File: src/sv/sprite_animation_sequencer_macros.svh
// ----------------------------------------------------------------------------
// sprite animation sequencer assertion macros
// shared concurrent assertion forms for the sequencer rtl
// ----------------------------------------------------------------------------
`ifndef SPRITE_ANIMATION_SEQUENCER_MACROS_SVH
`define SPRITE_ANIMATION_SEQUENCER_MACROS_SVH

// same-cycle implication
`define SAS_ASSERT_NOW(label, clk, rst_n, ante, cons, msg) \
    label: assert property (@(posedge clk) disable iff (!rst_n) (ante) |-> (cons)) \
        else $error(msg);

// next-cycle implication
`define SAS_ASSERT_NEXT(label, clk, rst_n, ante, cons, msg) \
    label: assert property (@(posedge clk) disable iff (!rst_n) (ante) |=> (cons)) \
        else $error(msg);

`endif

File: src/sv/sas_pkg.sv
// ----------------------------------------------------------------------------
// sas_pkg
// types and constants shared by the sprite animation sequencer
// ----------------------------------------------------------------------------
package sas_pkg;

    localparam int SLOT_W        = 3;
    localparam int FRAME_W       = 8;
    localparam int MS_W          = 16;
    localparam int ACC_W         = 32;
    localparam int PIX_W         = 16;
    localparam int CFG_W         = 8;
    localparam int BITS_PER_STEP = 3;
    localparam int DIV_STEPS     = 3;
    localparam int COL_W         = BITS_PER_STEP * DIV_STEPS;
    localparam int ROW_W         = COL_W + 1;
    localparam int PADDR_W       = 4;
    localparam int PDATA_W       = 32;
    localparam int MAX_SLOTS     = 2 ** SLOT_W;

    localparam logic [CFG_W-1:0] CFG_RESET = 8'd16;

    typedef enum logic [1:0] {
        ACT_TICK,
        ACT_LOAD,
        ACT_SELECT,
        ACT_SET_FRAME
    } t_action;

    typedef enum logic [1:0] {
        REG_FRAME_WIDTH,
        REG_FRAME_HEIGHT,
        REG_FRAMES_ACROSS
    } t_reg_idx;

    typedef struct packed {
        t_action              action;
        logic [MS_W-1:0]      elapsed_ms;
        logic [SLOT_W-1:0]    seq_slot;
        logic [FRAME_W-1:0]   length_frames;
        logic [MS_W-1:0]      period_ms;
        logic                 bounce_mode;
        logic [FRAME_W-1:0]   first_col;
        logic [FRAME_W-1:0]   first_row;
        logic                 restart_req;
        logic [FRAME_W-1:0]   frame_pick;
    } t_in_item;

    typedef struct packed {
        logic [PIX_W-1:0]     src_x;
        logic [PIX_W-1:0]     src_y;
        logic [FRAME_W-1:0]   frame_now;
        logic [SLOT_W-1:0]    slot_now;
        logic                 wrapped_flag;
        logic                 slot_valid;
    } t_out_item;

    typedef struct packed {
        logic [CFG_W-1:0]     frame_width;
        logic [CFG_W-1:0]     frame_height;
        logic [CFG_W-1:0]     frames_across;
    } t_cfg;

    typedef struct packed {
        logic capture;
        logic acc;
        logic upd;
        logic div_step;
        logic div_first;
        logic mul;
    } t_cmd;

    typedef struct packed {
        logic out_free;
    } t_status;

endpackage

File: src/sv/sas_if.sv
// ----------------------------------------------------------------------------
// sas channel interfaces
// valid/ready channels for input items and result items
// ----------------------------------------------------------------------------
interface sas_in_if;
    import sas_pkg::*;

    logic     valid;
    logic     ready;
    t_in_item payload;

    modport source (output valid, output payload, input ready);
    modport sink   (input valid, input payload, output ready);
endinterface

interface sas_out_if;
    import sas_pkg::*;

    logic      valid;
    logic      ready;
    t_out_item payload;

    modport source (output valid, output payload, input ready);
    modport sink   (input valid, input payload, output ready);
endinterface

File: src/sv/sas_ctrl.sv
// ----------------------------------------------------------------------------
// sas_ctrl
// sequencing state machine: capture, accumulate, update, divide, multiply
// ----------------------------------------------------------------------------
`include "sprite_animation_sequencer_macros.svh"

module sas_ctrl (
    input  logic           i_clk,
    input  logic           i_rst_n,
    input  logic           i_item_valid,
    output logic           o_item_ready,
    input  sas_pkg::t_status i_status,
    output sas_pkg::t_cmd  o_cmd
);
    import sas_pkg::*;

    localparam int CNT_W = $clog2(DIV_STEPS);

    typedef enum logic [2:0] {
        S_IDLE,
        S_ACC,
        S_UPD,
        S_DIV,
        S_MUL
    } t_state;

    t_state           r_state;
    t_state           n_state;
    logic [CNT_W-1:0] r_cnt;
    logic [CNT_W-1:0] n_cnt;

    always_comb begin
        n_state      = r_state;
        n_cnt        = r_cnt;
        o_cmd        = '0;
        o_item_ready = 1'b0;
        case (r_state)
            S_IDLE: begin
                o_item_ready = i_rst_n;
                if (i_rst_n && i_item_valid) begin
                    o_cmd.capture = 1'b1;
                    n_state       = S_ACC;
                end
            end
            S_ACC: begin
                o_cmd.acc = 1'b1;
                n_state   = S_UPD;
            end
            S_UPD: begin
                o_cmd.upd = 1'b1;
                n_cnt     = '0;
                n_state   = S_DIV;
            end
            S_DIV: begin
                o_cmd.div_step  = 1'b1;
                o_cmd.div_first = (r_cnt == '0);
                if (r_cnt == CNT_W'(DIV_STEPS - 1)) begin
                    n_cnt   = '0;
                    n_state = S_MUL;
                end else begin
                    n_cnt = r_cnt + CNT_W'(1);
                end
            end
            S_MUL: begin
                if (i_status.out_free) begin
                    o_cmd.mul = 1'b1;
                    n_state   = S_IDLE;
                end
            end
            default: begin
                n_state = S_IDLE;
            end
        endcase
    end

    always_ff @(posedge i_clk) begin
        if (!i_rst_n) begin
            r_state <= S_IDLE;
            r_cnt   <= '0;
        end else begin
            r_state <= n_state;
            r_cnt   <= n_cnt;
        end
    end

    `SAS_ASSERT_NEXT(a_accept_starts, i_clk, i_rst_n, o_item_ready && i_item_valid, r_state == S_ACC, "accepted item did not start")
    `SAS_ASSERT_NOW(a_div_count, i_clk, i_rst_n, r_state == S_DIV, r_cnt < CNT_W'(DIV_STEPS), "divide step count out of range")
    `SAS_ASSERT_NEXT(a_mul_waits, i_clk, i_rst_n, r_state == S_MUL && !i_status.out_free, r_state == S_MUL, "result dropped while output busy")
    `SAS_ASSERT_NEXT(a_mul_done, i_clk, i_rst_n, o_cmd.mul, r_state == S_IDLE, "no return to idle after result")

endmodule

File: src/sv/sas_dp.sv
// ----------------------------------------------------------------------------
// sas_dp
// sequence table, tick/load/select/set datapath, column divider and output
// ----------------------------------------------------------------------------
`include "sprite_animation_sequencer_macros.svh"

module sas_dp #(
    parameter int DEPTH = 8
) (
    input  logic                 i_clk,
    input  logic                 i_rst_n,
    input  sas_pkg::t_cmd        i_cmd,
    output sas_pkg::t_status     o_status,
    input  sas_pkg::t_cfg        i_cfg,
    input  sas_pkg::t_in_item    i_item,
    output logic                 o_res_valid,
    input  logic                 i_res_ready,
    output sas_pkg::t_out_item   o_res
);
    import sas_pkg::*;

    localparam int IDX_W = (DEPTH > 1) ? $clog2(DEPTH) : 1;
    localparam int CNT_W = $clog2(DEPTH + 1);
    localparam int Y_W   = ROW_W + CFG_W;

    // sequence table
    logic [FRAME_W-1:0] r_len    [DEPTH];
    logic [MS_W-1:0]    r_period [DEPTH];
    logic               r_bounce [DEPTH];
    logic [FRAME_W-1:0] r_col    [DEPTH];
    logic [FRAME_W-1:0] r_row    [DEPTH];
    logic [FRAME_W-1:0] r_frame  [DEPTH];
    logic [ACC_W-1:0]   r_acc    [DEPTH];
    logic               r_fwd    [DEPTH];

    logic [CNT_W-1:0]   r_count;
    logic [IDX_W-1:0]   r_cur;
    logic               r_restarted;

    t_in_item           r_item;
    logic [ACC_W-1:0]   r_sum;
    logic [COL_W-1:0]   r_dvd;
    logic [FRAME_W-1:0] r_rem;
    logic [COL_W-1:0]   r_quo;
    logic               r_out_valid;
    t_out_item          r_out;

    logic               cur_valid;
    logic               slot_ok;
    logic               slot_known;
    logic [IDX_W-1:0]   slot_idx;
    logic [ACC_W:0]     sum_wide;
    logic [ACC_W-1:0]   n_sum;
    logic               acc_hit;
    logic [FRAME_W-1:0] adv_frame;
    logic               adv_fwd;
    logic               adv_wrap;
    logic [FRAME_W-1:0] fa_eff;
    logic [COL_W-1:0]   n_dvd;
    logic [FRAME_W-1:0] n_rem;
    logic [COL_W-1:0]   n_quo;
    logic [ROW_W-1:0]   row_sum;
    logic [Y_W-1:0]     y_full;
    logic [PIX_W-1:0]   x_full;

    assign cur_valid  = CNT_W'(r_cur) < r_count;
    assign slot_ok    = {1'b0, r_item.seq_slot} < (SLOT_W + 1)'(DEPTH);
    assign slot_known = slot_ok && ({1'b0, r_item.seq_slot} < (SLOT_W + 1)'(r_count));
    assign slot_idx   = r_item.seq_slot[IDX_W-1:0];

    // saturating accumulator add
    assign sum_wide = {1'b0, r_acc[r_cur]} + (ACC_W + 1)'(r_item.elapsed_ms);
    assign n_sum    = sum_wide[ACC_W] ? '1 : sum_wide[ACC_W-1:0];
    assign acc_hit  = r_sum >= ACC_W'(r_period[r_cur]);

    // one frame step
    always_comb begin
        logic [FRAME_W-1:0] f_up;
        logic [FRAME_W-1:0] f_dn;
        f_up      = r_frame[r_cur] + FRAME_W'(1);
        f_dn      = r_frame[r_cur] - FRAME_W'(1);
        adv_frame = f_up;
        adv_fwd   = r_fwd[r_cur];
        adv_wrap  = 1'b0;
        if (r_bounce[r_cur]) begin
            if (r_fwd[r_cur]) begin
                if (f_up == r_len[r_cur]) begin
                    adv_fwd   = 1'b0;
                    adv_frame = r_frame[r_cur];
                end
            end else begin
                adv_frame = f_dn;
                if (f_dn == '0) begin
                    adv_fwd  = 1'b1;
                    adv_wrap = 1'b1;
                end
            end
        end else if (f_up == r_len[r_cur]) begin
            adv_frame = '0;
            adv_wrap  = 1'b1;
        end
    end

    // restoring divide, several quotient bits per cycle
    assign fa_eff = (i_cfg.frames_across == '0) ? CFG_W'(1) : i_cfg.frames_across;

    always_comb begin
        logic [FRAME_W:0] trial;
        n_dvd = i_cmd.div_first ? (COL_W'(r_col[r_cur]) + COL_W'(r_frame[r_cur])) : r_dvd;
        n_rem = i_cmd.div_first ? '0 : r_rem;
        n_quo = i_cmd.div_first ? '0 : r_quo;
        for (int k = 0; k < BITS_PER_STEP; k++) begin
            trial = {n_rem, n_dvd[COL_W-1]};
            n_dvd = {n_dvd[COL_W-2:0], 1'b0};
            if (trial >= {1'b0, fa_eff}) begin
                n_rem = FRAME_W'(trial - {1'b0, fa_eff});
                n_quo = {n_quo[COL_W-2:0], 1'b1};
            end else begin
                n_rem = trial[FRAME_W-1:0];
                n_quo = {n_quo[COL_W-2:0], 1'b0};
            end
        end
    end

    assign row_sum = ROW_W'(r_row[r_cur]) + ROW_W'(r_quo);
    assign y_full  = Y_W'(row_sum) * Y_W'(i_cfg.frame_height);
    assign x_full  = PIX_W'(r_rem) * PIX_W'(i_cfg.frame_width);

    assign o_status.out_free = !r_out_valid || i_res_ready;
    assign o_res_valid       = r_out_valid;
    assign o_res             = r_out;

    // table and control state
    always_ff @(posedge i_clk) begin
        if (!i_rst_n) begin
            for (int s = 0; s < DEPTH; s++) begin
                r_len[s]    <= '0;
                r_period[s] <= '0;
                r_bounce[s] <= 1'b0;
                r_col[s]    <= '0;
                r_row[s]    <= '0;
                r_frame[s]  <= '0;
                r_acc[s]    <= '0;
                r_fwd[s]    <= 1'b1;
            end
            r_count     <= '0;
            r_cur       <= '0;
            r_restarted <= 1'b0;
            r_out_valid <= 1'b0;
        end else begin
            if (i_cmd.upd) begin
                case (r_item.action)
                    ACT_TICK: begin
                        if (cur_valid) begin
                            if (acc_hit) begin
                                r_acc[r_cur]   <= r_sum - ACC_W'(r_period[r_cur]);
                                r_frame[r_cur] <= adv_frame;
                                r_fwd[r_cur]   <= adv_fwd;
                                if (adv_wrap) begin
                                    r_restarted <= 1'b1;
                                end
                            end else begin
                                r_acc[r_cur] <= r_sum;
                            end
                        end
                    end
                    ACT_LOAD: begin
                        if (slot_ok) begin
                            r_len[slot_idx]    <= r_item.length_frames;
                            r_period[slot_idx] <= r_item.period_ms;
                            r_bounce[slot_idx] <= r_item.bounce_mode;
                            r_col[slot_idx]    <= r_item.first_col;
                            r_row[slot_idx]    <= r_item.first_row;
                            r_frame[slot_idx]  <= '0;
                            r_acc[slot_idx]    <= '0;
                            r_fwd[slot_idx]    <= 1'b1;
                            if (!slot_known) begin
                                r_count <= CNT_W'(r_item.seq_slot) + CNT_W'(1);
                            end
                        end
                    end
                    ACT_SELECT: begin
                        if (slot_known) begin
                            r_cur <= slot_idx;
                            if (r_item.restart_req) begin
                                r_frame[slot_idx] <= '0;
                                r_acc[slot_idx]   <= '0;
                            end
                        end
                    end
                    ACT_SET_FRAME: begin
                        if (cur_valid && (r_item.frame_pick < r_len[r_cur])) begin
                            r_frame[r_cur] <= r_item.frame_pick;
                        end
                    end
                    default: begin
                    end
                endcase
            end
            if (i_cmd.mul) begin
                r_out_valid <= 1'b1;
            end else if (i_res_ready) begin
                r_out_valid <= 1'b0;
            end
        end
    end

    // item, working and result registers
    always_ff @(posedge i_clk) begin
        if (i_cmd.capture) begin
            r_item <= i_item;
        end
        if (i_cmd.acc) begin
            r_sum <= n_sum;
        end
        if (i_cmd.div_step) begin
            r_dvd <= n_dvd;
            r_rem <= n_rem;
            r_quo <= n_quo;
        end
        if (i_cmd.mul) begin
            r_out.slot_now     <= SLOT_W'(r_cur);
            r_out.wrapped_flag <= r_restarted;
            r_out.slot_valid   <= cur_valid;
            if (cur_valid) begin
                r_out.src_x     <= x_full;
                r_out.src_y     <= (|y_full[Y_W-1:PIX_W]) ? '1 : y_full[PIX_W-1:0];
                r_out.frame_now <= r_frame[r_cur];
            end else begin
                r_out.src_x     <= '0;
                r_out.src_y     <= '0;
                r_out.frame_now <= '0;
            end
        end
    end

    `SAS_ASSERT_NOW(a_count_bound, i_clk, i_rst_n, 1'b1, r_count <= CNT_W'(DEPTH), "sequence count beyond table")
    `SAS_ASSERT_NOW(a_cur_loaded, i_clk, i_rst_n, r_count != '0, cur_valid, "current slot not loaded")
    `SAS_ASSERT_NOW(a_rem_below_div, i_clk, i_rst_n, i_cmd.mul, r_rem < fa_eff, "column remainder not reduced")

endmodule

File: src/sv/sprite_animation_sequencer.sv
// ----------------------------------------------------------------------------
// sprite_animation_sequencer
// animation sequence table with tick, load, select and set frame actions,
// reporting the source pixel rectangle origin of the current frame
// ----------------------------------------------------------------------------
// channel   dir  protocol      payload
// i_item    in   valid/ready   t_in_item (action and its operands)
// o_res     out  valid/ready   t_out_item (src_x, src_y, frame, slot, flags)
// apb       in   apb write/rd  frame_width, frame_height, frames_across
//
// one item at a time, taken only while idle: capture, accumulator add, table update,
// column divide by frames_across in 3-bit steps, then a multiply step
// the result is held in an output register until it is taken
// reset clears the table and sets the three registers to 16
// a result not yet taken stalls the next item at its multiply step only
// ----------------------------------------------------------------------------
module sprite_animation_sequencer #(
    parameter int NUM_SEQUENCES = 8
) (
    input  logic                          i_clk,
    input  logic                          i_rst_n,
    sas_in_if.sink                        i_item,
    sas_out_if.source                     o_res,
    input  logic                          psel,
    input  logic                          penable,
    input  logic                          pwrite,
    input  logic [sas_pkg::PADDR_W-1:0]   paddr,
    input  logic [sas_pkg::PDATA_W-1:0]   pwdata,
    output logic [sas_pkg::PDATA_W-1:0]   prdata,
    output logic                          pready
);
    import sas_pkg::*;

    localparam int DEPTH = (NUM_SEQUENCES < MAX_SLOTS) ? NUM_SEQUENCES : MAX_SLOTS;

    t_cfg     r_cfg;
    t_cmd     cmd;
    t_status  status;
    t_reg_idx reg_idx;
    logic     wr_en;

    assign pready  = 1'b1;
    assign reg_idx = t_reg_idx'(paddr[3:2]);
    assign wr_en   = psel && penable && pwrite;

    always_ff @(posedge i_clk) begin
        if (!i_rst_n) begin
            r_cfg.frame_width   <= CFG_RESET;
            r_cfg.frame_height  <= CFG_RESET;
            r_cfg.frames_across <= CFG_RESET;
        end else if (wr_en) begin
            case (reg_idx)
                REG_FRAME_WIDTH:   r_cfg.frame_width   <= pwdata[CFG_W-1:0];
                REG_FRAME_HEIGHT:  r_cfg.frame_height  <= pwdata[CFG_W-1:0];
                REG_FRAMES_ACROSS: r_cfg.frames_across <= pwdata[CFG_W-1:0];
                default: begin
                end
            endcase
        end
    end

    always_comb begin
        case (reg_idx)
            REG_FRAME_WIDTH:   prdata = PDATA_W'(r_cfg.frame_width);
            REG_FRAME_HEIGHT:  prdata = PDATA_W'(r_cfg.frame_height);
            REG_FRAMES_ACROSS: prdata = PDATA_W'(r_cfg.frames_across);
            default:           prdata = '0;
        endcase
    end

    sas_ctrl u_ctrl (
        .i_clk        (i_clk),
        .i_rst_n      (i_rst_n),
        .i_item_valid (i_item.valid),
        .o_item_ready (i_item.ready),
        .i_status     (status),
        .o_cmd        (cmd)
    );

    sas_dp #(
        .DEPTH (DEPTH)
    ) u_dp (
        .i_clk       (i_clk),
        .i_rst_n     (i_rst_n),
        .i_cmd       (cmd),
        .o_status    (status),
        .i_cfg       (r_cfg),
        .i_item      (i_item.payload),
        .o_res_valid (o_res.valid),
        .i_res_ready (o_res.ready),
        .o_res       (o_res.payload)
    );

endmodule

File: src/flat_wrapper.sv
// flat-port wrapper written by rule: the top's interface ports become plain ports
module sprite_animation_sequencer_flat import sas_pkg::*;
#(
    parameter int NUM_SEQUENCES = 8
)
  (i_clk, i_rst_n, psel, penable, pwrite, paddr, pwdata, prdata, pready, i_item_valid, i_item_payload, i_item_ready, o_res_valid, o_res_payload, o_res_ready);
  sas_in_if i_item_i ();
  sas_out_if o_res_i ();
  input  logic i_clk;
  input  logic i_rst_n;
  input  logic psel;
  input  logic penable;
  input  logic pwrite;
  input  logic [sas_pkg::PADDR_W-1:0] paddr;
  input  logic [sas_pkg::PDATA_W-1:0] pwdata;
  output logic [sas_pkg::PDATA_W-1:0] prdata;
  output logic pready;
  input wire logic [$bits(i_item_i.valid)-1:0] i_item_valid;
  input wire logic [$bits(i_item_i.payload)-1:0] i_item_payload;
  output wire logic [$bits(i_item_i.ready)-1:0] i_item_ready;
  output wire logic [$bits(o_res_i.valid)-1:0] o_res_valid;
  output wire logic [$bits(o_res_i.payload)-1:0] o_res_payload;
  input wire logic [$bits(o_res_i.ready)-1:0] o_res_ready;
  assign i_item_i.valid = i_item_valid;
  assign i_item_i.payload = i_item_payload;
  assign i_item_ready = i_item_i.ready;
  assign o_res_valid = o_res_i.valid;
  assign o_res_payload = o_res_i.payload;
  assign o_res_i.ready = o_res_ready;
  sprite_animation_sequencer #(.NUM_SEQUENCES(NUM_SEQUENCES)) u_core (.i_clk(i_clk), .i_rst_n(i_rst_n), .i_item(i_item_i), .o_res(o_res_i), .psel(psel), .penable(penable), .pwrite(pwrite), .paddr(paddr), .pwdata(pwdata), .prdata(prdata), .pready(pready));
endmodule
File: config.mk
export PLATFORM = sky130hd
export DESIGN_NAME = sprite_animation_sequencer_flat
export DESIGN_NICKNAME = d
export VERILOG_FILES = /design/src/sv/sas_pkg.sv /design/src/sv/sas_if.sv /design/src/sv/sas_ctrl.sv /design/src/sv/sas_dp.sv /design/src/sv/sprite_animation_sequencer.sv /design/src/flat_wrapper.sv
export VERILOG_INCLUDE_DIRS = /design/src /design/src/sv
export SDC_FILE = /design/constraint.sdc
export NUM_CORES = 2
export LEC_CHECK = 0
export BUFFER_PORTS_ARGS = -buffer_cell sky130_fd_sc_hd__buf_2
export CORE_MARGIN = 2
export CORE_UTILIZATION = 55
export DETAILED_ROUTE_END_ITERATION = 8
export GPL_ROUTABILITY_DRIVEN = 0
export PLACE_DENSITY_LB_ADDON = 0.15
export SYNTH_ARGS = -nofsm -noshare
export SYNTH_HDL_FRONTEND = slang
export SYNTH_SLANG_ARGS = --single-unit
File: constraint.sdc
create_clock -name i_clk -period 10.7 [get_ports i_clk]
set_clock_uncertainty 0.15 [all_clocks]
set_input_delay 2.14 -clock i_clk [delete_from_list [all_inputs] [get_ports i_clk]]
set_output_delay 2.14 -clock i_clk [all_outputs]
set_load 0.1 [all_outputs]
After elaboration in Yosys (flattened, before gate mapping). Memories as Yosys holds them, arrays and structs flattened. A register that Yosys moved wholly into a read port is not among the register bits. Index checks and enable logic that the tools add are counted.

Bits in registers: 209. RAM bits: 656. Bits of input ports: 114. Output and inout port bits: 80. Memories: 8.

Memories: u_core.u_dp.r_acc (depth 8, width 32, read ports 1, clocked after Yosys merged registers in 1, write ports 8, line sas_dp.sv:33) `logic [ACC_W-1:0] r_acc [DEPTH];`; u_core.u_dp.r_period (depth 8, width 16, read ports 1, clocked after Yosys merged registers in 1, write ports 8, line sas_dp.sv:28) `logic [MS_W-1:0] r_period [DEPTH];`; u_core.u_dp.r_col (depth 8, width 8, read ports 1, clocked after Yosys merged registers in 1, write ports 8, line sas_dp.sv:30) `logic [FRAME_W-1:0] r_col [DEPTH];`; u_core.u_dp.r_frame (depth 8, width 8, read ports 1, clocked after Yosys merged registers in 1, write ports 8, line sas_dp.sv:32) `logic [FRAME_W-1:0] r_frame [DEPTH];`; u_core.u_dp.r_len (depth 8, width 8, read ports 1, clocked after Yosys merged registers in 1, write ports 8, line sas_dp.sv:27) `logic [FRAME_W-1:0] r_len [DEPTH];`; u_core.u_dp.r_row (depth 8, width 8, read ports 1, clocked after Yosys merged registers in 1, write ports 8, line sas_dp.sv:31) `logic [FRAME_W-1:0] r_row [DEPTH];`; +2 memories.

Add/subtract/negate cells: 11. Multiply operators: 2. $lt $le $gt $ge: 7. Equality and inequality tests: 14. Mux-type cells: 120. Bitwise gates (word level): 5. Reductions and logical operators: 33.

Operators by type and width (count): $mux 32 (4); $mux 8 (16); $mux 3 (30); $reduce_or 32->1 (2); $mux 1 (61); $reduce_or 8->1 (5); $add 32x16->33 (1); $ge 32x16->1 (1); $mux 16 (2); $sub 32x16->32 (1); $ge 9x8->1 (3); $pmux 8 s3 (1); $sub 8x8->8 (3); $mul 10x8->18 (1); $logic_not 8->1 (2); $mul 8x8->16 (1); $reduce_or 16->1 (1); $pmux 3 s5 (1); $add 8x9->10 (1); $add 8x8->9 (1); $mux 9 (1); $reduce_and 3->1 (3); $add 8x1->8 const B (1); $eq 2x2->1 const B (4); 27 further kinds (45).

Longest topological paths before layout.
Depth in word-level cells: 11. Gate-level depth with buffers: 51.

Modules after synthesis. A second synthesis with hierarchy kept.

Cell total of the unflattened synthesis: 3622. Area total of the unflattened synthesis: 46438.3 um^2.

By module, submodules not included: sas_dp (times used 1, cells an instance 3443, area each 44826.7 um^2, seq. area each 24994.0 um^2); sprite_animation_sequencer (times used 1, cells an instance 146, area each 1301.2 um^2, seq. area each 480.5 um^2); sas_ctrl (times used 1, cells an instance 33, area each 310.3 um^2, seq. area each 100.1 um^2).

Least setup slack after synthesis. No wires, ideal clock.

Path type: register -> register. From: reg (tool-made name). To: reg u_core.u_dp.r_rem[1] (data pin). Data arrival time: 9.981 ns. Data required time: 10.290 ns. Setup slack: 0.310 ns. Cell stages (with the launch flop): 52. Clock period less this slack: 10.390 ns. Path through: dfxtp_1 > buf_6 > buf_6 > buf_2 > buf_4 > buf_4 > buf_4 > buf_2 > buf_1 > buf_1 > mux4_2 > nand2_1 > nand2_1 > ha_1 > inv_1 > fa_1 > nor2b_1 > o21ai_0 > [16 not listed] > o21ai_0 > a21boi_0 > o21ai_0 > a21oi_1 > o21ai_0 > o311ai_2 > mux2i_1 > ha_1 > nor2b_1 > o21ai_0 > a21boi_0 > o21ai_0 > nand2b_1 > a21o_1 > a21o_1 > a41o_1 > a211oi_4 > mux2_2.

RTL lines: end signal, assigned (line sas_dp.sv:218) `r_rem <= n_rem;`; end, declared (line sas_dp.sv:43) `logic [FRAME_W-1:0] r_rem;`.

==> metrics.md <==
| Metric | Value |
|---|---|
| Router iterations before antenna repair | 6 |
| Maximum net fanout on the critical path | 16 |
| Total routing resource utilization after global routing | around 27% |
| Fraction of power consumed by the clock network | 39.0% |
| Signal arrival time at the worst endpoint | 10,210 ps |
| Most frequently used flop master after synthesis | edfxtp_1 |
| Fraction of power spent switching nets | roughly a quarter |
| Count of flip-flops with a built-in enable after synthesis | a little over 800 |
| Number of flip-flops and latches in the synthesized netlist | around 870 |
| Floorplan row count | 106 |
| Antenna viol nets, final | 0 |
| Resized Gates After CTS | 0 |
| Die Footprint | 87,000 um^2 |
| Fillcell total | between 6,000 and 7,000 |
| CP startpoint kind | flop |
| Critical path's most frequent cell | o21ai_0 |
| Final #Nets | 4,179 |
| Count of cell instances traversed by the critical path | between 40 and 50 |
| First-pass GRT wire length | 175.2 mm |
| Largest incremental delay on the critical path | ~600 ps |
| Logic gate share of total power | a little under an eighth |
| Via count normalized by instance count | just under 6 |
| Die height | a little under 300 um |
| Result of the run | finished, final reports clean |
| Later-pin clock latency in the skew report | ~670 ps |
| CTS buffer count | 93 |
| Final Hold Viols | 0 |
| Most frequent cells after synthesis | edfxtp_1 (819), and2_1 (419), nor2_1 (415) |
| Post-CTS Hold Buffers | 0 |
| Seq/Total Area, Yosys | a little over half |
| Largest cells by area after synthesis | edfxtp_1 (53%), mux4_2 (8.2%), and2_1 (5.6%), ha_1 (4.4%), fa_1 (3.9%) |
| CTS tree | yes |
| Number of top-level pins | ~190 |
| Power Internal | ~6 mW |
| Type of the setup path with the least slack | reg -> reg |
| Final sum of negative setup slack | 0 ps |
| Post-layout min period | around 10000 ps |
| Type of element capturing the critical path | flop |
| Pin slew with the least headroom to its limit | about 1100 ps |
| Register clock-pin slew on the reported worst setup and hold paths | roughly 60 ps |
| Worst hold path type | reg -> reg |
| Core ar. | about 84,000 um^2 |
| Number of unique standard cell types used by synthesis | 88 |
| Post-synthesis cell area | between 40,000 and 50,000 um^2 |
| Largest net degree at the start of global routing | roughly 70 |
| Worst hold path startpoint | u_core.u_dp.r_restarted$_SDFFE_PN0P_ |
| Warnings, synthesis | 0 |
| Max Fclk | approximately 100 MHz |
| Switching pwr | 1.958 mW |
| Setup repair after global routing missed its margin | false |
| Number of cells on the worst reg-to-reg path | 43 |
| Effective utilization at floorplan | 55.64% |
| Buffer cell driving the clock tree root | clkbuf_16 |
| Power density relative to cell area | approximately 150 nW/um^2 |
| Area grow syn2layout | 10.35% |
| Relative contribution of sequential cells to total power | between 40% and 50% |
| Global route overflow | 0 |
| Top Family by Delay on Critical Path | compound AO/OA/AOI/OAI gates |
| Via count of the first global-routing pass | 29,094 |
| Final routed wirelength across all metal layers | between 100 and 150 mm |
| Syn Inst Count | 3,678 |
| 1st-iter DRT viols | between 2,000 and 3,000 |
| Rel. slew slack | between 20% and 30% |
| Antenna diode count | 0 |
| Buffers on Ports | between 100 and 150 |
| MaxCap Viol Count | 0 |
| Most frequently used cell type in the post-synthesis netlist | edfxtp_1 |
| Maximum level of the CTS H-tree | 3 |
| Buffer and inverter count on the worst path | 4 |
| Setup violation total in the final timing report | 0 |
| Peak ir drop on the vdd network | approximately 0.00012 V |
| Clock tree buffer depth | 3 |
| Wirelength per Cell | roughly 23 um |
| Post-DP HPWL | roughly 73 mm |
| Mean instance size in the synthesized netlist | approximately 13 um^2 |
| Die boundary width | 295.0 um |
| Number of pins with negative max-slew slack in the final report | 0 |
| Worst reg2reg path endpoint | u_core.u_dp.r_rem[6]$_DFFE_PP_ |
| Leakage | roughly 20 nW |
| Final Core Density | 61.39% |
| Async set-reset flop share out of synthesis | 0% |
| Synth area leader | edfxtp_1 |
| Routed vias | a little under 30,000 |
| Total number of clock tree sinks | 868 |
| Worst reg2reg setup slack | around 740 ps |
| Required time of the worst setup path | ~11,000 ps |
| Remaining design rule violation count | 0 |
| Setup crit end | u_core.u_dp.r_rem[6]$_DFFE_PP_ |
| Portion of the clock cycle consumed by the worst path in the final layout | between 90 and 100% |
| Antenna violations before repair | 1 |
| CP max-delay cell | mux4_2 |
| Share of post-route cells with drive strength above 1 | roughly 15% |
| Synth top area share | 52.82% |
==> repair_timing <==
action / CTS / global route
endpoints found under the setup margin: 0 / 9
setup buffers: 0 / 3
endpoints found under the hold margin: 0 / 0
==> area by class of cell <==
class,count,area (um^2),share of cell area [%]
Clock buffer,114,2447,4.763
Timing Repair Buffer,210,1254,2.440
Clock inverter,53,429.2,0.8353
Inverter,187,706.9,1.376
Multi-Input combinational cell,2452,19540,38.03
Sequential cell,868,25590,49.80
Tap cell,1134,1419,2.762
==> how the worst min path moves through the flow <==
stage                                                 to  slack, ps  depth (start not counted)
after floorplan           u_core.u_dp.o_res[1]$_DFFE_PP_        260                          0
after global placement    u_core.u_dp.o_res[1]$_DFFE_PP_        260                          0
after detailed placement  u_core.u_dp.o_res[1]$_DFFE_PP_        280                          0
after CTS                 u_core.u_dp.o_res[1]$_DFFE_PP_        290                          0
after global routing      u_core.u_dp.o_res[1]$_DFFE_PP_        310                          0
final                     u_core.u_dp.o_res[1]$_DFFE_PP_        290                          0
==> cell usage in the layout (no fill, tap or decap), drive strengths merged, types with 25 or more instances in the layout <==
cell type and count:
ha 162, mux4 174, nor3 46, xor2 50, conb 25, clkinv 41, buf 210, and2 419
edfxtp 819, inv 190, o21ai 94, fa 91, nor2 415, mux2i 105, nand2b 31, nand3 35
xnor2 68, a21oi 84, nand2 357, dfxtp 49, nor2b 51, clkbuf 114
==> registers in the layout, indices dropped and copies added, names as in the netlist, 24 cells and up, named ones only <==
signal,count
u_core.u_dp.r_period,128
u_core.u_dp.o_res,45
u_core.u_dp.r_row,64
u_core.u_dp.r_frame,64
u_core.u_dp.r_sum,32
u_core.u_dp.r_acc,256
u_core.u_dp.r_len,64
u_core.r_cfg,24
u_core.u_dp.r_item,68
u_core.u_dp.r_col,64
==> metal layers <==
layer | vias to the layer above | GRT usage [%] | wire (um)
li1 | 13361 | - | -
met4 | 2 | 6.620 | 2028
met2 | 1116 | 42.46 | 53840
met3 | 141 | 3.624 | 8381
met1 | 14663 | 39.58 | 50260
met5 | - | 0 | 7
==> per-stage QoR <==
step           setup WS [ps]  hold WS, ps  instance area (um^2)  total power, mW  cells
3_3_place_gp           590.0        264.9                 48460            4.833   4848
5_1_grt                5.614        305.8                 51380            8.126   5018
4_1_cts                454.4        291.1                 51340            7.881   5015
6_report               741.1        289.9                 51380            7.854   5018
3_5_place_dp           532.1        279.8                 48460            4.843   4848
2_1_floorplan          309.5        259.0                 46650            4.603   3701
==> logic make-up after synthesis <==
logic type | synth area share, %
buffers and inverters | 3.571
XOR/XNOR | 2.220
adder cells (fa/ha/maj) | 8.266
multiplexers | 11.32
AO/OA/AOI/OAI | 4.692
AND/OR/NAND/NOR | 14.99
other | 0.01613
flip-flops | 54.93
==> power by group through the flow <==
stage	registers (mW)	logic [mW]	clock network [mW]
2_1_floorplan	3.95	0.656	0
3_3_place_gp	3.97	0.865	0
3_5_place_dp	3.97	0.871	0
4_1_cts	3.90	0.877	3.10
5_1_grt	3.91	0.975	3.24
6_report	3.90	0.888	3.06
(Power assumes the default switching activity.)
